==> config.mk <==
export PLATFORM = sky130hd
export DESIGN_NAME = cpdc_back_flat
export DESIGN_NICKNAME = d
export VERILOG_FILES = /design/src/hw/rtl/cpdc_pkg.sv /design/src/hw/rtl/cpdc_if.sv /design/src/hw/rtl/cpdc_back.sv /design/src/flat_wrapper.sv
export SDC_FILE = /design/constraint.sdc
export NUM_CORES = 1
export LEC_CHECK = 0
export ABC_AREA = 1
export BUFFER_PORTS_ARGS = -buffer_cell sky130_fd_sc_hd__buf_2
export CORE_UTILIZATION = 50
export CTS_BUF_LIST = sky130_fd_sc_hd__clkbuf_4 sky130_fd_sc_hd__clkbuf_8 sky130_fd_sc_hd__clkbuf_16
export DETAILED_ROUTE_END_ITERATION = 7
export PLACE_DENSITY = 0.86
export SYNTH_ARGS = -nofsm -noshare
export SYNTH_HDL_FRONTEND = slang
export SYNTH_SLANG_ARGS = --single-unit
==> constraint.sdc <==
create_clock -name clk -period 2.4 [get_ports clk]
set_input_delay 0.12 -clock clk [delete_from_list [all_inputs] [get_ports clk]]
set_output_delay 0.12 -clock clk [all_outputs]
set_load 0.1 [all_outputs]
==> src/hw/rtl/cpdc_pkg.sv <==
// ----------------------------------------------------------------------------
// cpdc_pkg
// Shared types and constants of the cell pixel-doubling checker.
// ----------------------------------------------------------------------------
`default_nettype none

package cpdc_pkg;

  localparam int MAX_SHEET_WIDTH_DEF = 1024;
  localparam int MAX_GRID_COLS_DEF   = 16;
  localparam int PIXEL_BITS_DEF      = 32;

  localparam int PIXEL_W    = 32;
  localparam int CFG_IDX_W  = 2;
  localparam int CFG_DATA_W = 9;
  localparam int SIZE_W     = 9;
  localparam int COLS_CFG_W = 5;
  localparam int ROWS_CFG_W = 7;
  localparam int CELL_COL_W = 4;
  localparam int CELL_ROW_W = 6;
  localparam int MAX_ROWS   = 64;

  typedef enum logic [CFG_IDX_W-1:0] {
    CFG_CELL_WIDTH  = 2'd0,
    CFG_CELL_HEIGHT = 2'd1,
    CFG_GRID_COLS   = 2'd2,
    CFG_GRID_ROWS   = 2'd3
  } cfg_idx_t;

  typedef struct packed {
    logic [SIZE_W-1:0]     cell_width;
    logic [SIZE_W-1:0]     cell_height;
    logic [COLS_CFG_W-1:0] grid_cols;
    logic [ROWS_CFG_W-1:0] grid_rows;
  } cfg_t;

  typedef struct packed {
    logic                  emit;
    logic                  clr;
    logic                  chk;
    logic                  odd_x;
    logic                  last;
    logic [CELL_ROW_W-1:0] row;
    logic [CELL_COL_W-1:0] col;
  } s1_ctl_t;

endpackage

`default_nettype wire

==> src/hw/rtl/cpdc_if.sv <==
// ----------------------------------------------------------------------------
// cpdc_in_if / cpdc_out_if
// Valid/ready channels for pixel requests and cell result requests.
// ----------------------------------------------------------------------------
`default_nettype none


interface cpdc_out_if;
  logic       valid;
  logic       ready;
  logic [3:0] cell_col;
  logic [5:0] cell_row;
  logic       defective;
  logic       last_cell;

  modport source (output valid, output cell_col, output cell_row, output defective,
                  output last_cell, input ready);
  modport sink   (input valid, input cell_col, input cell_row, input defective,
                  input last_cell, output ready);
endinterface

`default_nettype wire

==> src/hw/rtl/cpdc_back.sv <==
// ----------------------------------------------------------------------------
// cpdc_back
// Bottom-pair compare, per-column defect flags and the result register.
// ----------------------------------------------------------------------------
`default_nettype none

module cpdc_back import cpdc_pkg::*; #(
  parameter int MAX_GRID_COLS = MAX_GRID_COLS_DEF,
  parameter int PIXEL_BITS    = PIXEL_BITS_DEF,
  localparam int COL_W        = (MAX_GRID_COLS > 1) ? $clog2(MAX_GRID_COLS) : 1
) (
  input  wire logic                  clk,
  input  wire logic                  rst_n,
  input  wire logic                  s1_v,
  input  wire s1_ctl_t               s1_ctl,
  input  wire logic [PIXEL_BITS-1:0] s1_px,
  input  wire logic [COL_W-1:0]      s1_fcol,
  input  wire logic [PIXEL_BITS:0]   rd_data,
  output logic                       s1_adv,
  cpdc_out_if.source                 out_ch
);

  logic [MAX_GRID_COLS-1:0] flags_r, flags_nxt, flags_base;
  logic                     bad, flag_cur, out_v_r, out_free;
  logic                     def_r, last_r;
  logic [CELL_COL_W-1:0]    col_r;
  logic [CELL_ROW_W-1:0]    row_r;

  assign out_free = !out_v_r || out_ch.ready;
  assign s1_adv   = s1_v && (!s1_ctl.emit || out_free);

  always_comb begin
    bad = s1_ctl.chk && ((s1_px != rd_data[PIXEL_BITS-1:0]) ||
                         (s1_ctl.odd_x && rd_data[PIXEL_BITS]));
    flags_base         = s1_ctl.clr ? '0 : flags_r;
    flag_cur           = flags_base[s1_fcol] | bad;
    flags_nxt          = flags_base;
    flags_nxt[s1_fcol] = s1_ctl.emit ? 1'b0 : flag_cur;
  end

  always_ff @(posedge clk) begin
    if (!rst_n) begin
      flags_r <= '0;
      out_v_r <= 1'b0;
    end else begin
      if (s1_adv) begin
        flags_r <= flags_nxt;
      end
      if (s1_adv && s1_ctl.emit) begin
        out_v_r <= 1'b1;
      end else if (out_ch.ready) begin
        out_v_r <= 1'b0;
      end
    end
  end

  always_ff @(posedge clk) begin
    if (s1_adv && s1_ctl.emit) begin
      col_r  <= s1_ctl.col;
      row_r  <= s1_ctl.row;
      def_r  <= flag_cur;
      last_r <= s1_ctl.last;
    end
  end

  assign out_ch.valid     = out_v_r;
  assign out_ch.cell_col  = col_r;
  assign out_ch.cell_row  = row_r;
  assign out_ch.defective = def_r;
  assign out_ch.last_cell = last_r;

endmodule

`default_nettype wire

==> src/flat_wrapper.sv <==
// flat-port wrapper written by rule: the top's interface ports become plain ports
module cpdc_back_flat import cpdc_pkg::*;
#(
  parameter int MAX_GRID_COLS = MAX_GRID_COLS_DEF,
  parameter int PIXEL_BITS    = PIXEL_BITS_DEF,
  localparam int COL_W        = (MAX_GRID_COLS > 1) ? $clog2(MAX_GRID_COLS) : 1
)
  (clk, rst_n, s1_v, s1_ctl, s1_px, s1_fcol, rd_data, s1_adv, out_ch_valid, out_ch_cell_col, out_ch_cell_row, out_ch_defective, out_ch_last_cell, out_ch_ready);
  cpdc_out_if out_ch_i ();
  input  wire logic clk;
  input  wire logic rst_n;
  input  wire logic s1_v;
  input  wire s1_ctl_t s1_ctl;
  input  wire logic [PIXEL_BITS-1:0] s1_px;
  input  wire logic [COL_W-1:0] s1_fcol;
  input  wire logic [PIXEL_BITS:0] rd_data;
  output logic s1_adv;
  output wire logic [$bits(out_ch_i.valid)-1:0] out_ch_valid;
  output wire logic [$bits(out_ch_i.cell_col)-1:0] out_ch_cell_col;
  output wire logic [$bits(out_ch_i.cell_row)-1:0] out_ch_cell_row;
  output wire logic [$bits(out_ch_i.defective)-1:0] out_ch_defective;
  output wire logic [$bits(out_ch_i.last_cell)-1:0] out_ch_last_cell;
  input wire logic [$bits(out_ch_i.ready)-1:0] out_ch_ready;
  assign out_ch_valid = out_ch_i.valid;
  assign out_ch_cell_col = out_ch_i.cell_col;
  assign out_ch_cell_row = out_ch_i.cell_row;
  assign out_ch_defective = out_ch_i.defective;
  assign out_ch_last_cell = out_ch_i.last_cell;
  assign out_ch_i.ready = out_ch_ready;
  cpdc_back #(.MAX_GRID_COLS(MAX_GRID_COLS), .PIXEL_BITS(PIXEL_BITS)) u_core (.clk(clk), .rst_n(rst_n), .s1_v(s1_v), .s1_ctl(s1_ctl), .s1_px(s1_px), .s1_fcol(s1_fcol), .rd_data(rd_data), .s1_adv(s1_adv), .out_ch(out_ch_i));
endmodule
After elaboration in Yosys (flattened, before gate mapping)
Index checks and enable logic that the tools add are counted.
{"block": "word_totals", "ff_bits": 29, "output_inout_bits": 14, "inputBits": 88, "elab_cells": 30}
{"block": "classes", "magnitude_cmp": 2, "n_eq_ne": 1, "reduce_logical": 11, "n_bitwise": 1, "mux": 9}
{"op": "!= test 32 bit", "n": 1}
{"op": "bitwise mux 16 bit", "n": 1}
{"op": "two-way mux 16 bit", "n": 1}
{"op": "logical AND 1 bit", "n": 5}
{"op": "< comparator 4 x 5 -> 1 bit (second input constant)", "n": 1}
{"op": "two-way mux 1 bit", "n": 5}
{"op": "binary-select mux 1 bit (select 4 bit)", "n": 1}
{"op": "demux 1 bit (select 4 bit)", "n": 1}
{"op": ">= comparator 4 x 1 -> 1 bit (second input constant)", "n": 1}
{"op": "logical OR 1 bit", "n": 3}
{"op": "zero test 1 bit", "n": 2}
{"op": "nonzero test 2 bit", "n": 1}
{"op": "OR 1 bit", "n": 1}

Logic depth before layout (Yosys ltp)
{"block": "depth", "ltp_word": 6, "depth_mapped": 16}

Least setup slack after synthesis
OpenSTA, ideal clock, no wires.
{"block": "synth_timing", "path_type": "flip-flop to flip-flop", "startpoint": "register u_core.out_v_r, in the netlist u_core.out_ch.valid", "endpoint": "register u_core.col_r[0], in the netlist u_core.out_ch.cell_col[0], enable pin", "path_buffers": 0, "period_less_slack_ns": 2.490, "path_slack_ns": -0.090, "t_required_ns": 2.105, "stages_incl_launch_ff": 6, "arrival_time_ns": 2.195, "path_cell_list": "dfxtp_1 -> nand2_1 -> o21ai_1 -> inv_1 -> nand2_1 -> inv_1"}
{"block": "synth_between", "elab_chain_len": 5}
{"item": "start: declaration", "line_no": "cpdc_back.sv:24", "text": "logic bad, flag_cur, out_v_r, out_free;"}
{"item": "start signal: assignment", "line_no": "cpdc_back.sv:44", "text": "out_v_r <= 1'b0;"}
{"item": "start signal: assignment", "line_no": "cpdc_back.sv:50", "text": "out_v_r <= 1'b1;"}
{"item": "start signal: assignment", "line_no": "cpdc_back.sv:52", "text": "out_v_r <= 1'b0;"}
{"item": "zero test 1 bit", "line_no": "cpdc_back.sv:29", "text": "assign out_free = !out_v_r || out_ch.ready;"}
{"item": "logical OR 1 bit", "line_no": "cpdc_back.sv:29"}
{"item": "logical OR 1 bit", "line_no": "cpdc_back.sv:30", "text": "assign s1_adv = s1_v && (!s1_ctl.emit || out_free);"}
{"item": "logical AND 1 bit", "line_no": "cpdc_back.sv:30"}
{"item": "named net s1_adv", "line_no": "flat_wrapper.sv:17", "text": "output logic s1_adv;"}
{"item": "logical AND 1 bit", "line_no": "cpdc_back.sv:58", "text": "if (s1_adv && s1_ctl.emit) begin"}
{"item": "end signal: assignment", "line_no": "cpdc_back.sv:59", "text": "col_r <= s1_ctl.col;"}
{"item": "end: declaration", "line_no": "cpdc_back.sv:26", "text": "logic [CELL_COL_W-1:0] col_r;"}
The timed path passes the listed nets, and every way through them passes these cells.
A chain may end at the register's enable or synchronous reset.

Worst setup path in the final report
{"block": "layout_timing", "startpoint": "register u_core.flags_r[10]", "endpoint": "register u_core.flags_r[5]"}
{"block": "layout_between", "elab_chain_len": 6}
{"item": "start: declaration", "line_no": "cpdc_back.sv:23", "text": "logic [MAX_GRID_COLS-1:0] flags_r, flags_nxt, flags_base;"}
{"item": "start signal: assignment", "line_no": "cpdc_back.sv:47", "text": "flags_r <= flags_nxt;"}
{"item": "two-way mux 16 bit", "line_no": "cpdc_back.sv:35", "text": "flags_base = s1_ctl.clr ? '0 : flags_r;"}
{"item": "binary-select mux 1 bit (select 4 bit)", "line_no": "cpdc_back.sv:36", "text": "flag_cur = flags_base[s1_fcol] | bad;"}
{"item": "two-way mux 1 bit (implied by the code)", "line_no": "cpdc_back.sv:36"}
{"item": "OR 1 bit", "line_no": "cpdc_back.sv:36"}
{"item": "named net u_core.flag_cur", "line_no": "cpdc_back.sv:24"}
{"item": "two-way mux 1 bit", "line_no": "cpdc_back.sv:38", "text": "flags_nxt[s1_fcol] = s1_ctl.emit ? 1'b0 : flag_cur;"}
{"item": "bitwise mux 16 bit", "line_no": "cpdc_back.sv:38"}
The timed path passes the listed nets, and every way through them passes these cells. The select of a mux whose other input is x is not followed.

==> flow_summary.toml <==
[status]
outcome = "completed"

[critical_path]
slowest_delay_ns = 0.32
crit_path_frequent_cell = "nor2_1"
cp.arrival_ns = 1.78
cp-start-kind = "register"
critPathKind = "reg -> reg"
cp-end-kind = "register"
cp_max_fo = 16
worstPathCellList = "inv_1 -> nor2_1 -> nor2_1 -> nor3_2 -> nor2_1 -> nor2_1 -> nand2_1 -> nand2_2 -> nand2_4 -> nand2_1 -> nand2_1 -> a21oi_1"
crit_slowest_cell = "dfxtp_1"
cp.required_ns = 2.60

[power]
ir_drop_uv = 335
power_density_nw_per_um2 = 468
total_leakage_power_nw = 1.25

[routing]
routedWlPerCell_um = 10.0
wl_mm = 4.67
vias = 2205
drt_iter0_drc = 136
remaining_drc_errors = 0
ant_nets = 0
firstDrtPassIters = 4
viasPerCell = 4.72

[floorplanning]
core-area_um2 = 3800
die_x_um = 66.2
rows = 22
dieArea_um2 = 4380
die_h_um = 66.2
initial_core_util_pct = 54.2
io_pins = 102

[logic_synthesis]
yosys.cell_types.count = 22
synth.net_count = 403
synth_largest_area_cell = "nand2_1"
ys_seq_area_share_pct = 34.0
synth_seq_cells = 29
yosys_warnings = 0
synth.area.top_cells = "nand2_1 18%, edfxtp_1 18%, dfxtp_1 17%"
netlist_instances = 315
synth_top_area_share_pct = 18.1
syn_area_per_cell_um2 = 6.53
syn_area_um2 = 2060

[flow_run]
max_cap_viol_count = 0

[timing]
hold_violations = 0
skew_ns = 0.00488
fin_setup_tns_ns = 0
maxSlewViolCount = 0
holdWs_ns = 0.0166
tightest_slew_ns = 0.622
setup_viol = 0
min_period_ns = 1.59
rsz0062_at_grt = "false"
fmax_mhz = 630
fin_crit_sh_pct = 66.1
slew-limit-headroom_pct = 58.5

[clock_network]
cts_buffers = 5
cts.sink_count = 29
clk_pin_slew_ns = 0.06
post_cts_buffers = 0
clk_latency_ns = 0.28
clockBufferDepth = 2
hold_buffers = 0
ctsResizeCount = 0
htreeDepth = 2
cts_root_buf = "clkbuf_8"
cts_tree = "built"

[layout]
area_delta_synth_final_pct = 29.2
drive_gt1_share_pct = 31.3
fillers = 333
final_nets = 506
insertedDiodeCount = 0

[placement]
globalplace.congestion = 0.889
io_buffers = 101
dp.final_hpwl_mm = 3.73

[grt]
antenna_found_initial = 0
grt_pass1_vias = 1958
grt_pass1_wl_mm = 7.73
gr-total-overflow = 0
grt.total_usage_pct = 22.8
grt_max_degree = 33

[min_path]
hold_class = "in -> reg"
==> metal layers <==
metal / share of wire (%) / track usage [%] / up-vias / wire (um)
met2: 51 / 40.1 / 75 / 2380
met5: 0 / 0 / - / 0
met4: 1.5 / 7.71 / 0 / 68
li1: - / - / 1160 / -
met1: 42 / 27.2 / 962 / 1970
met3: 5.4 / 4.83 / 8 / 253
==> path summary, 6_finish.rpt <==
check                                                     start                             endpoint  slack [ns]  cells past startpoint
worst min register to register  u_core.flags_r[13]$_SDFFE_PN0P_      u_core.flags_r[13]$_SDFFE_PN0P_        0.47                      2
worst max register to register  u_core.flags_r[10]$_SDFFE_PN0P_       u_core.flags_r[5]$_SDFFE_PN0P_        0.81                     12
worst min-delay path                                  s1_ctl[0]  u_core.out_ch.cell_col[0]$_DFFE_PP_        0.02                      1
worst max-delay path            u_core.flags_r[10]$_SDFFE_PN0P_       u_core.flags_r[5]$_SDFFE_PN0P_        0.81                     12
==> per-stage QoR <==
step                      utilization, %  worst slack [ns]  instances  instance area, um^2  total power [mW]
after floorplan                        -             0.238        315                 2060             0.777
after global placement              67.9             0.835        459                 2580             0.876
after detailed placement            67.9             0.791        459                 2580             0.885
after CTS                           70.0             0.812        467                 2660              1.25
after global routing                70.0             0.605        467                 2660              1.31
final                               70.0             0.813        467                 2660              1.24
==> synthesized netlist by cell type <==
master         count
a21oi_2            5
xnor2_1           21
o21ai_1            2
nand2_2           13
nand3_1            2
clkinv_8           1
o21ai_0            1
nand2_4            1
o22ai_1            3
dfxtp_1           17
nand2_1           99
xor2_1             4
a21oi_1           21
dlygate4sd1_1      2
inv_1             41
dlygate4sd3_1      1
nor3_2             1
clkbuf_1           1
buf_8              1
buf_6              1
edfxtp_1          12
nor2_1            65
==> power by group <==
| part | switching (mW) | internal, mW |
|---|---|---|
| clock | 0.176 | 0.194 |
| combinational | 0.215 | 0.124 |
| sequential | 0.00485 | 0.530 |
| total | 0.395 | 0.849 |
==> sequential cells by signal (all words and copies together), names as in the netlist <==
signal,cells
u_core.flags_r,16
u_core.out_ch.cell_row,6
u_core.out_ch.last_cell,1
u_core.out_ch.valid,1
u_core.out_ch.defective,1
u_core.out_ch.cell_col,4
==> layout by cell type (no fill, tap or decap) <==
master    count
a21oi_2       5
xor2_1        4
clkbuf_8      5
o22ai_1       3
clkinv_1      2
inv_1        41
o21ai_2       1
nand3_1       2
nand2_1      99
nor2_1       65
clkinv_2      1
xnor2_1      21
o21ai_0       1
dfxtp_1      16
nor3_2        1
dfxtp_2       1
nand2_2      13
a21oi_1      21
buf_2       101
o21ai_1       1
buf_4         1
edfxtp_1     12
clkinv_8      1
nand2_4       1
==> critical path, delay by kind of cell, from the launching register on <==
kind,cells,cell delay (ns)
flip-flops,1,0.32
AO/OA/AOI/OAI,1,0.12
AND/OR/NAND/NOR,10,1.03
buffers and inverters,1,0.05
==> cells by family (layout without fill, tap and decap cells) <==
group | Yosys count | in the layout | synth area share (%)
flops | 29 | 29 | 34.0
xor+xnor | 25 | 25 | 10.6
compound gates | 32 | 32 | 8.88
buf+inv | 48 | 152 | 11.1
simple gates | 181 | 181 | 35.4
==> final cells by class <==
class,instances,area [um^2],area share [%]
Inverter,42,170,6.40
Timing Repair Buffer,102,513,19.3
Sequential cell,29,702,26.4
Clock inverter,3,12.5,0.470
Tap cell,48,60.1,2.26
Clock buffer,5,68.8,2.59
Multi-Input combinational cell,238,1130,42.6
No activity file was read; power rests on OpenSTA's default activity.
