`src/hw/rtl/cpdc_pkg.sv`:
```
// ----------------------------------------------------------------------------
// cpdc_pkg
// Shared types and constants of the cell pixel-doubling checker.
// ----------------------------------------------------------------------------
`default_nettype none

package cpdc_pkg;

  localparam int MAX_SHEET_WIDTH_DEF = 1024;
  localparam int MAX_GRID_COLS_DEF   = 16;
  localparam int PIXEL_BITS_DEF      = 32;

  localparam int PIXEL_W    = 32;
  localparam int CFG_IDX_W  = 2;
  localparam int CFG_DATA_W = 9;
  localparam int SIZE_W     = 9;
  localparam int COLS_CFG_W = 5;
  localparam int ROWS_CFG_W = 7;
  localparam int CELL_COL_W = 4;
  localparam int CELL_ROW_W = 6;
  localparam int MAX_ROWS   = 64;

  typedef enum logic [CFG_IDX_W-1:0] {
    CFG_CELL_WIDTH  = 2'd0,
    CFG_CELL_HEIGHT = 2'd1,
    CFG_GRID_COLS   = 2'd2,
    CFG_GRID_ROWS   = 2'd3
  } cfg_idx_t;

  typedef struct packed {
    logic [SIZE_W-1:0]     cell_width;
    logic [SIZE_W-1:0]     cell_height;
    logic [COLS_CFG_W-1:0] grid_cols;
    logic [ROWS_CFG_W-1:0] grid_rows;
  } cfg_t;

  typedef struct packed {
    logic                  emit;
    logic                  clr;
    logic                  chk;
    logic                  odd_x;
    logic                  last;
    logic [CELL_ROW_W-1:0] row;
    logic [CELL_COL_W-1:0] col;
  } s1_ctl_t;

endpackage

`default_nettype wire

```
`src/hw/rtl/cpdc_if.sv`:
```
// ----------------------------------------------------------------------------
// cpdc_in_if / cpdc_out_if
// Valid/ready channels for pixel requests and cell result requests.
// ----------------------------------------------------------------------------
`default_nettype none

interface cpdc_in_if;
  logic        valid;
  logic        ready;
  logic [31:0] pixel_value;
  logic        image_start;

  modport source (output valid, output pixel_value, output image_start, input ready);
  modport sink   (input valid, input pixel_value, input image_start, output ready);
endinterface


`default_nettype wire

```
`src/hw/rtl/cpdc_front.sv`:
```
// ----------------------------------------------------------------------------
// cpdc_front
// Raster counters, top-pair line buffer write and read issue, stage 1 register.
// ----------------------------------------------------------------------------
`default_nettype none

module cpdc_front import cpdc_pkg::*; #(
  parameter int MAX_SHEET_WIDTH = MAX_SHEET_WIDTH_DEF,
  parameter int MAX_GRID_COLS   = MAX_GRID_COLS_DEF,
  parameter int PIXEL_BITS      = PIXEL_BITS_DEF,
  localparam int PAIR_DEPTH     = MAX_SHEET_WIDTH / 2,
  localparam int AW             = (PAIR_DEPTH > 1) ? $clog2(PAIR_DEPTH) : 1,
  localparam int COL_W          = (MAX_GRID_COLS > 1) ? $clog2(MAX_GRID_COLS) : 1
) (
  input  wire logic                  clk,
  input  wire logic                  rst_n,
  input  wire cfg_t                  cfg,
  cpdc_in_if.sink                    in_ch,
  input  wire logic                  s1_adv,
  output logic                       s1_v_r,
  output s1_ctl_t                    s1_ctl_r,
  output logic [PIXEL_BITS-1:0]      s1_px_r,
  output logic [COL_W-1:0]           s1_fcol_r,
  output logic                       wr_en,
  output logic [AW-1:0]              wr_addr,
  output logic [PIXEL_BITS:0]        wr_data,
  output logic                       rd_en,
  output logic [AW-1:0]              rd_addr
);

  localparam int PX_W  = $clog2(MAX_SHEET_WIDTH);
  localparam int CNT_W = $clog2(MAX_GRID_COLS + 1);

  function automatic logic [SIZE_W-1:0] eff_size(logic [SIZE_W-1:0] v);
    logic [SIZE_W-1:0] e;
    e = {v[SIZE_W-1:1], 1'b0};
    if (e == '0) begin
      return SIZE_W'(2);
    end
    if (e > SIZE_W'(256)) begin
      return SIZE_W'(256);
    end
    return e;
  endfunction

  logic [PX_W-1:0]       px_x_r, px_x_nxt, cur_px_x;
  logic [7:0]            x_r, x_nxt, cur_x;
  logic [7:0]            y_r, y_nxt, cur_y;
  logic [COL_W-1:0]      col_r, col_nxt, cur_col;
  logic [CELL_ROW_W-1:0] row_r, row_nxt, cur_row;
  logic [PIXEL_BITS-1:0] left_r, left_nxt, cur_left;

  logic                  accept, start, even_row, odd_x, emit, last;
  logic [PIXEL_BITS-1:0] px;
  logic [SIZE_W-1:0]     cw, ch, x_inc, y_inc;
  logic [CNT_W-1:0]      cols_e, col_inc;
  logic [ROWS_CFG_W-1:0] rows_e, row_inc;
  logic [PX_W:0]         px_x_inc;
  logic [PX_W-2:0]       idx_full;
  logic [AW-1:0]         idx;

  assign in_ch.ready = !s1_v_r || s1_adv;
  assign accept      = in_ch.valid && in_ch.ready;
  assign start       = in_ch.image_start;
  assign px          = in_ch.pixel_value[PIXEL_BITS-1:0];

  always_comb begin
    cw = eff_size(cfg.cell_width);
    ch = eff_size(cfg.cell_height);

    if (cfg.grid_cols == '0) begin
      cols_e = CNT_W'(1);
    end else if (int'(cfg.grid_cols) > MAX_GRID_COLS) begin
      cols_e = CNT_W'(MAX_GRID_COLS);
    end else begin
      cols_e = CNT_W'(cfg.grid_cols);
    end

    if (cfg.grid_rows == '0) begin
      rows_e = ROWS_CFG_W'(1);
    end else if (cfg.grid_rows > ROWS_CFG_W'(MAX_ROWS)) begin
      rows_e = ROWS_CFG_W'(MAX_ROWS);
    end else begin
      rows_e = cfg.grid_rows;
    end

    cur_px_x = start ? '0 : px_x_r;
    cur_x    = start ? '0 : x_r;
    cur_y    = start ? '0 : y_r;
    cur_col  = start ? '0 : col_r;
    cur_row  = start ? '0 : row_r;
    cur_left = start ? '0 : left_r;

    idx_full = cur_px_x[PX_W-1:1];
    idx      = (int'(idx_full) >= PAIR_DEPTH) ? '0 : AW'(idx_full);
    even_row = !cur_y[0];
    odd_x    = cur_px_x[0];

    left_nxt = (even_row && !odd_x) ? px : cur_left;
    wr_en    = accept && even_row && odd_x;
    wr_addr  = idx;
    wr_data  = {px != cur_left, cur_left};
    rd_en    = accept;
    rd_addr  = idx;

    emit = ({1'b0, cur_x} == cw - SIZE_W'(1)) && ({1'b0, cur_y} == ch - SIZE_W'(1));
    last = (CNT_W'(cur_col) == cols_e - CNT_W'(1)) &&
           ({1'b0, cur_row} == rows_e - ROWS_CFG_W'(1));

    x_inc    = {1'b0, cur_x} + SIZE_W'(1);
    y_inc    = {1'b0, cur_y} + SIZE_W'(1);
    col_inc  = CNT_W'(cur_col) + CNT_W'(1);
    row_inc  = {1'b0, cur_row} + ROWS_CFG_W'(1);
    px_x_inc = {1'b0, cur_px_x} + (PX_W+1)'(1);

    px_x_nxt = (int'(px_x_inc) >= MAX_SHEET_WIDTH) ? '0 : PX_W'(px_x_inc);
    x_nxt    = x_inc[7:0];
    y_nxt    = cur_y;
    col_nxt  = cur_col;
    row_nxt  = cur_row;
    if (x_inc >= cw) begin
      x_nxt = '0;
      if (col_inc >= cols_e) begin
        col_nxt  = '0;
        px_x_nxt = '0;
        if (y_inc >= ch) begin
          y_nxt = '0;
          row_nxt = (row_inc >= rows_e) ? '0 : row_inc[CELL_ROW_W-1:0];
        end else begin
          y_nxt = y_inc[7:0];
        end
      end else begin
        col_nxt = COL_W'(col_inc);
      end
    end
  end

  always_ff @(posedge clk) begin
    if (!rst_n) begin
      px_x_r <= '0;
      x_r    <= '0;
      y_r    <= '0;
      col_r  <= '0;
      row_r  <= '0;
      left_r <= '0;
      s1_v_r <= 1'b0;
    end else begin
      if (in_ch.ready) begin
        s1_v_r <= in_ch.valid;
      end
      if (accept) begin
        px_x_r <= px_x_nxt;
        x_r    <= x_nxt;
        y_r    <= y_nxt;
        col_r  <= col_nxt;
        row_r  <= row_nxt;
        left_r <= left_nxt;
      end
    end
  end

  always_ff @(posedge clk) begin
    if (accept) begin
      s1_ctl_r.emit  <= emit;
      s1_ctl_r.clr   <= start;
      s1_ctl_r.chk   <= !even_row;
      s1_ctl_r.odd_x <= odd_x;
      s1_ctl_r.last  <= last;
      s1_ctl_r.row   <= cur_row;
      s1_ctl_r.col   <= CELL_COL_W'(cur_col);
      s1_px_r        <= px;
      s1_fcol_r      <= cur_col;
    end
  end

endmodule

`default_nettype wire

```
`src/flat_wrapper.sv`:
```
// flat-port wrapper written by rule: the top's interface ports become plain ports
module cpdc_front_flat import cpdc_pkg::*;
#(
  parameter int MAX_SHEET_WIDTH = MAX_SHEET_WIDTH_DEF,
  parameter int MAX_GRID_COLS   = MAX_GRID_COLS_DEF,
  parameter int PIXEL_BITS      = PIXEL_BITS_DEF,
  localparam int PAIR_DEPTH     = MAX_SHEET_WIDTH / 2,
  localparam int AW             = (PAIR_DEPTH > 1) ? $clog2(PAIR_DEPTH) : 1,
  localparam int COL_W          = (MAX_GRID_COLS > 1) ? $clog2(MAX_GRID_COLS) : 1
)
  (clk, rst_n, cfg, s1_adv, s1_v_r, s1_ctl_r, s1_px_r, s1_fcol_r, wr_en, wr_addr, wr_data, rd_en, rd_addr, in_ch_valid, in_ch_pixel_value, in_ch_image_start, in_ch_ready);
  cpdc_in_if in_ch_i ();
  input  wire logic clk;
  input  wire logic rst_n;
  input  wire cfg_t cfg;
  input  wire logic s1_adv;
  output logic s1_v_r;
  output s1_ctl_t s1_ctl_r;
  output logic [PIXEL_BITS-1:0] s1_px_r;
  output logic [COL_W-1:0] s1_fcol_r;
  output logic wr_en;
  output logic [AW-1:0] wr_addr;
  output logic [PIXEL_BITS:0] wr_data;
  output logic rd_en;
  output logic [AW-1:0] rd_addr;
  input wire logic [$bits(in_ch_i.valid)-1:0] in_ch_valid;
  input wire logic [$bits(in_ch_i.pixel_value)-1:0] in_ch_pixel_value;
  input wire logic [$bits(in_ch_i.image_start)-1:0] in_ch_image_start;
  output wire logic [$bits(in_ch_i.ready)-1:0] in_ch_ready;
  assign in_ch_i.valid = in_ch_valid;
  assign in_ch_i.pixel_value = in_ch_pixel_value;
  assign in_ch_i.image_start = in_ch_image_start;
  assign in_ch_ready = in_ch_i.ready;
  cpdc_front #(.MAX_SHEET_WIDTH(MAX_SHEET_WIDTH), .MAX_GRID_COLS(MAX_GRID_COLS), .PIXEL_BITS(PIXEL_BITS)) u_core (.clk(clk), .rst_n(rst_n), .cfg(cfg), .in_ch(in_ch_i), .s1_adv(s1_adv), .s1_v_r(s1_v_r), .s1_ctl_r(s1_ctl_r), .s1_px_r(s1_px_r), .s1_fcol_r(s1_fcol_r), .wr_en(wr_en), .wr_addr(wr_addr), .wr_data(wr_data), .rd_en(rd_en), .rd_addr(rd_addr));
endmodule
```
`config.mk`:
```
export PLATFORM = sky130hd
export DESIGN_NAME = cpdc_front_flat
export DESIGN_NICKNAME = d
export VERILOG_FILES = /design/src/hw/rtl/cpdc_pkg.sv /design/src/hw/rtl/cpdc_if.sv /design/src/hw/rtl/cpdc_front.sv /design/src/flat_wrapper.sv
export SDC_FILE = /design/constraint.sdc
export NUM_CORES = 1
export LEC_CHECK = 0
export BUFFER_PORTS_ARGS = -buffer_cell sky130_fd_sc_hd__buf_2
export CELL_PAD_IN_SITES_DETAIL_PLACEMENT = 1
export CELL_PAD_IN_SITES_GLOBAL_PLACEMENT = 1
export CORE_MARGIN = 4
export CORE_UTILIZATION = 41
export DETAILED_ROUTE_END_ITERATION = 16
export GPL_TIMING_DRIVEN = 0
export PLACE_DENSITY = 0.79
export SETUP_SLACK_MARGIN = 0.05
export SKIP_CTS_REPAIR_TIMING = 1
export SLEW_MARGIN = 20
export SYNTH_ARGS = -nofsm -noshare
export SYNTH_HDL_FRONTEND = slang
export SYNTH_SLANG_ARGS = --single-unit
```
`constraint.sdc`:
```
create_clock -name clk -period 5.9 [get_ports clk]
set_input_delay 1.18 -clock clk [delete_from_list [all_inputs] [get_ports clk]]
set_output_delay 1.18 -clock clk [all_outputs]
set_load 0.005 [all_outputs]
```
---- After elaboration in Yosys (flattened, before gate mapping) ----
Cells that the tools add are included.
cells by class
  $add $sub $neg .......................... 9
  order comparisons ....................... 9
  equality and inequality tests ........... 5
  mux-type cells .......................... 38
  reduce and logical (&&, ||, !) cells .... 14
operators by type and width
  kind                                                       number
  two-way mux 9 bit                                          8
  two-way mux 32 bit                                         2
  two-way mux 8 bit                                          6
  two-way mux 10 bit                                         4
  inequality test 32 bit                                     1
  two-way mux 6 bit                                          5
  adder 8 x 1 -> 9 bit, second input constant                2
  equality test 8 x 9 -> 1 bit                               2
  greater-or-equal comparator 9 bit                          2
  > comparator 9 bit, second input constant                  2
  subtractor 9 x 1 -> 9 bit, second input constant           2
  logical NOT 8 bit                                          2
  two-way mux 7 bit                                          2
  two-way mux 4 bit                                          3
  adder 10 x 1 -> 11 bit, second input constant              1
  greater-or-equal comparator 11 bit, second input constant  1
  two-way mux 5 bit                                          2
  adder 6 x 1 -> 7 bit, second input constant                1
  equality test 6 x 7 -> 1 bit                               1
  greater-or-equal comparator 7 bit                          1
  > comparator 7 bit, second input constant                  1
  logical NOT 7 bit                                          1
  subtractor 7 x 1 -> 7 bit, second input constant           1
  logical AND 1 bit                                          6
  other kinds (9)                                            16
storage, ports and cells
  bits in registers ....................... 116
  logic and storage cells ................. 90

---- Depth between registers and ports, before layout ----
  depth after elaboration ................. 9
  gate-level depth with buffers ........... 18

---- Worst setup path after synthesis ----
No wires, ideal clock.
  path type ............................... input port to flip-flop
  start ................................... input in_ch_image_start
  end ..................................... register u_core.row_r[0]
  setup time .............................. 0.120 ns
  arrival time ............................ 4.540 ns
  data required time ...................... 5.780 ns
  slack ................................... 1.241 ns
  stages .................................. 18
  cells stage by stage .................... clkbuf_1 buf_2 clkbuf_1 buf_2 clkbuf_1 nor2b_1 ha_1 nand3_1 nor3_1 and4_1 ha_1 a21oi_1 nor2b_1 o211ai_2 nand3_2 buf_2 nor4_1 a211o_1
between the ends
  cells in the longest elaborated chain, start to end .. 7
  elaborated cells on any way between the ends .. 16
  those cells by class .................... add/sub (4); order compare (4); mux (8)
ends and longest elaborated chain
  element                            line                text
  from (decl)                        flat_wrapper.sv:28  input wire logic [$bits(in_ch_i.image_start)-1:0] in_ch_image_start;
  two-way mux 6 bit                  cpdc_front.sv:91    cur_row = start ? '0 : row_r;
  adder 6 x 1 -> 7 bit               cpdc_front.sv:113   row_inc = {1'b0, cur_row} + ROWS_CFG_W'(1);
  greater-or-equal comparator 7 bit  cpdc_front.sv:128   row_nxt = (row_inc >= rows_e) ? '0 : row_inc[CELL_ROW_W-1:0];
  two-way mux 6 bit                  cpdc_front.sv:128
  two-way mux 6 bit                  cpdc_front.sv:126   if (y_inc >= ch) begin
  two-way mux 6 bit                  cpdc_front.sv:123   if (col_inc >= cols_e) begin
  two-way mux 6 bit (*)              cpdc_front.sv:121   if (x_inc >= cw) begin
  to (signal assigned)               cpdc_front.sv:156   row_r <= row_nxt;
  to (decl)                          cpdc_front.sv:50    logic [CELL_ROW_W-1:0] row_r, row_nxt, cur_row;
Mark *: on every way between the ends. The rest lies on a longest branch, timed or not.
A chain may end at the register's enable or synchronous reset.

---- Worst setup path after layout ----
  start ................................... input in_ch_image_start
  end ..................................... register u_core.y_r[7]
between the ends
  cells in the longest elaborated chain, start to end .. 6
  elaborated cells on any way between the ends .. 12
  those cells by class .................... add/sub (3); order compare (3); mux (6)
ends and longest elaborated chain
  element                            line               text
  two-way mux 8 bit                  cpdc_front.sv:89   cur_y = start ? '0 : y_r;
  adder 8 x 1 -> 9 bit               cpdc_front.sv:111  y_inc = {1'b0, cur_y} + SIZE_W'(1);
  greater-or-equal comparator 9 bit  cpdc_front.sv:126
  two-way mux 8 bit                  cpdc_front.sv:126
  two-way mux 8 bit                  cpdc_front.sv:123
  two-way mux 8 bit (*)              cpdc_front.sv:121
  to (signal assigned)               cpdc_front.sv:154  y_r <= y_nxt;
  to (decl)                          cpdc_front.sv:48   logic [7:0] y_r, y_nxt, cur_y;
Marked as above.

==> run_results.csv <==
group,metric,value,unit
outcome,status,"finished, final reports clean",
floorplan,rows,49,
layout,num_antenna_cells,0,
global_routing,antenna_found_initial,0,
global_routing,grt_first_pass_wirelength,40500,um
floorplan,die_area,0.0209,mm2
floorplan,die_w,144,um
global_routing,grt_overflow,0,
setup_path,cp-end-kind,"flop",
drt,drtIter0Drc,414,
yosys,netlist.area_leader.share,18.5,%
drt,first_pass_iters,5,
pwr,peakVddDrop,172,uV
layout,postLayoutCellArea,0.00938,mm2
yosys,synth_top_area_cell,"edfxtp_1",
timing,finalSetupViolations,0,
global_routing,grt_max_degree,35,
yosys,syn_nets,988,
drt,antenna_left,0,
cts,cts.clk_slew.worst_paths,0.05,ns
pwr,leakagePower,3.81,nW
placement,place_area,0.00879,mm2
yosys,syn_area,0.00763,mm2
timing,tightest_slew,0.947,ns
floorplan,coreArea,0.0181,mm2
layout,drive_above_1_share,22.3,%
timing,worst_slack,0.341,ns
floorplan,num_io_pins,173,
timing,fin_crit_sh,94.2,%
pwr,p_total,2.26,mW
placement,hpwlAfterDp,19000,um
yosys,synth_edf_count,47,
yosys,synth-seq-cells,116,
timing,rsz0062_at_grt,"no",
worst_hold_path,hold_path_class,"reg2reg",
yosys,synthTopCellsByArea,"edfxtp_1, dfxtp_1, nand2_1, ha_1, nor2b_1",
layout,seq_area,0.00279,mm2
layout,num-nets-final,1176,
setup_path,crit_type,"in2reg",
job,maxCapViolCount,0,
pwr,power.density,241,mW/mm2
cts,insertion_delay,0.42,ns
layout,fill_cells,2234,
yosys,avgSynthCellArea,8.64,um2
cts,cts_sinks,116,
drt,viasPerCell,5.80,
timing,holdWs,0.460,ns
layout,multiInputGateArea,0.00442,mm2
yosys,seq_area_frac_synth,36.6,%
placement,pre_cts_slack,-0.820,ns
timing,final-max-slew-violation-count,0,
floorplan,die_h,144,um
cts,cts_tree,"done",
yosys,synth.most_common_cell,"nand2_1",
timing,clock.fmax,180,MHz
cts,cts_buffers,17,
setup_path,worst_ep_arrival_time,5.92,ns
timing,hold_viol_final,0,
setup_path,required,6.26,ns
drt,via_count,7615,
floorplan,start_util,42.1,%
cts,cts_max_path_buffers,2,
setup_path,startpoint_type,"input port",
setup_path,path_max_fanout,18,
yosys,ys_types,69,
drt,routedWlPerCell,19.7,um
placement,routabilityCongestion,0.796,
yosys,ys_warn_count,0,
timing,skew,0.00535,ns
layout,area_growth_syn_to_layout,22.8,%
yosys,synthCells,884,
cts,cts_root_buffer,"clkbuf_16",
cts,h-tree-depth,4,
global_routing,grtUsageTotal,24.7,%
yosys,async_flop_share,0,%
placement,io_buffers,169,
yosys,synth_common_cells,"nand2_1, dfxtp_1, nor2_1, nor2b_1, edfxtp_1",
global_routing,grt_pass1_vias,7657,
yosys,synth_flop_cell,"dfxtp_1",
timing,relSlewSlack,36.9,%
drt,totalWireLength,25900,um
drt,drc,0,
timing,min_period,5.56,ns
-- worst max-delay path, cell delays in order --
cell      delay, ns
buf_2          0.35
buf_2          0.35
clkbuf_1       0.49
buf_2          0.37
clkbuf_2       0.36
nor2b_1        0.09
ha_1           0.24
nand3_1        0.13
xor2_1         0.17
nor2_1         0.08
ha_1           0.36
nand4_1        0.13
o211ai_2       0.46
nand3_2        0.27
buf_2          0.28
nor3_1         0.40
a32o_1         0.18
-- state kept, by name, summed over array words and instances, names as in the netlist --
| name | flops |
|---|---|
| u_core.col_r | 4 |
| u_core.left_r | 32 |
| u_core.px_x_r | 10 |
| u_core.row_r | 6 |
| u_core.s1_ctl_r | 15 |
| u_core.s1_px_r | 32 |
| u_core.s1_v_r | 1 |
| u_core.x_r | 8 |
| u_core.y_r | 8 |
-- routing by layer --
layer,up-vias,wire [um],GRT usage [%]
met2,236,12300,41.7
met4,0,552,8.20
met5,-,0,0
met1,3759,11500,31.8
li1,3574,-,-
met3,46,1540,4.60
-- final cells by class --
class | count | share of cell area, %
buffer | 64 | 3.58
clock buffer | 20 | 4.76
timing repair buffer | 170 | 9.24
inverter | 25 | 1.00
tap | 229 | 3.06
multi-input combinational | 678 | 47.1
clock inverter | 12 | 1.45
sequential | 116 | 29.8
-- through the flow --
stage                     setup TNS [ns]  std cells  util (%)
after floorplan                        0        884         -
after global placement            -15.42       1282      48.3
after detailed placement          -18.58       1283      48.4
after CTS                          -5.13       1315      51.6
after global routing                   0       1314      51.7
final                                  0       1314      51.7
-- placed cells by master (no fill, tap or decap), drive strengths merged, types with 8 or more instances in the layout --
| cell type | instances |
|---|---|
| a211oi | 8 |
| a21boi | 46 |
| a21oi | 16 |
| a31oi | 25 |
| a32oi | 8 |
| buf | 203 |
| clkbuf | 51 |
| clkinv | 9 |
| dfxtp | 69 |
| edfxtp | 47 |
| ha | 37 |
| inv | 23 |
| nand2 | 131 |
| nand2b | 11 |
| nand3 | 28 |
| nand4 | 10 |
| nor2 | 64 |
| nor2b | 64 |
| nor3 | 22 |
| nor4bb | 16 |
| o21ai | 17 |
| o32ai | 17 |
| or3 | 8 |
| xnor2 | 35 |
| xor2 | 17 |
-- where the power goes --
part | switching (mW) | total (mW) | internal (mW)
combinational | 0.202 | 0.324 | 0.123
clock | 0.370 | 1.04 | 0.666
sequential | 0.0257 | 0.898 | 0.872
-- kinds of logic (layout without fill, tap and decap cells) --
group | after synthesis | count (layout) | synth area share [%]
compound gates | 195 | 195 | 18.8
xor+xnor | 52 | 52 | 5.97
fa+ha+maj | 37 | 37 | 6.06
buf+inv | 90 | 291 | 5.61
flops | 116 | 116 | 36.6
mux | 4 | 4 | 0.557
simple gates | 390 | 390 | 26.4
-- worst paths after layout --
kind	from	to	slack, ns	depth (start not counted)
setup / recovery	in_ch_image_start	u_core.y_r[7]$_SDFFE_PN0P_	0.34	17
hold / removal	u_core.left_r[3]$_SDFFE_PN0P_	u_core.left_r[3]$_SDFFE_PN0P_	0.46	2
setup reg to reg	u_core.y_r[0]$_SDFFE_PN0P_	u_core.row_r[3]$_SDFFE_PN0P_	1.77	14
hold reg to reg	u_core.left_r[3]$_SDFFE_PN0P_	u_core.left_r[3]$_SDFFE_PN0P_	0.46	2
Power figures use the tool's default switching activity.
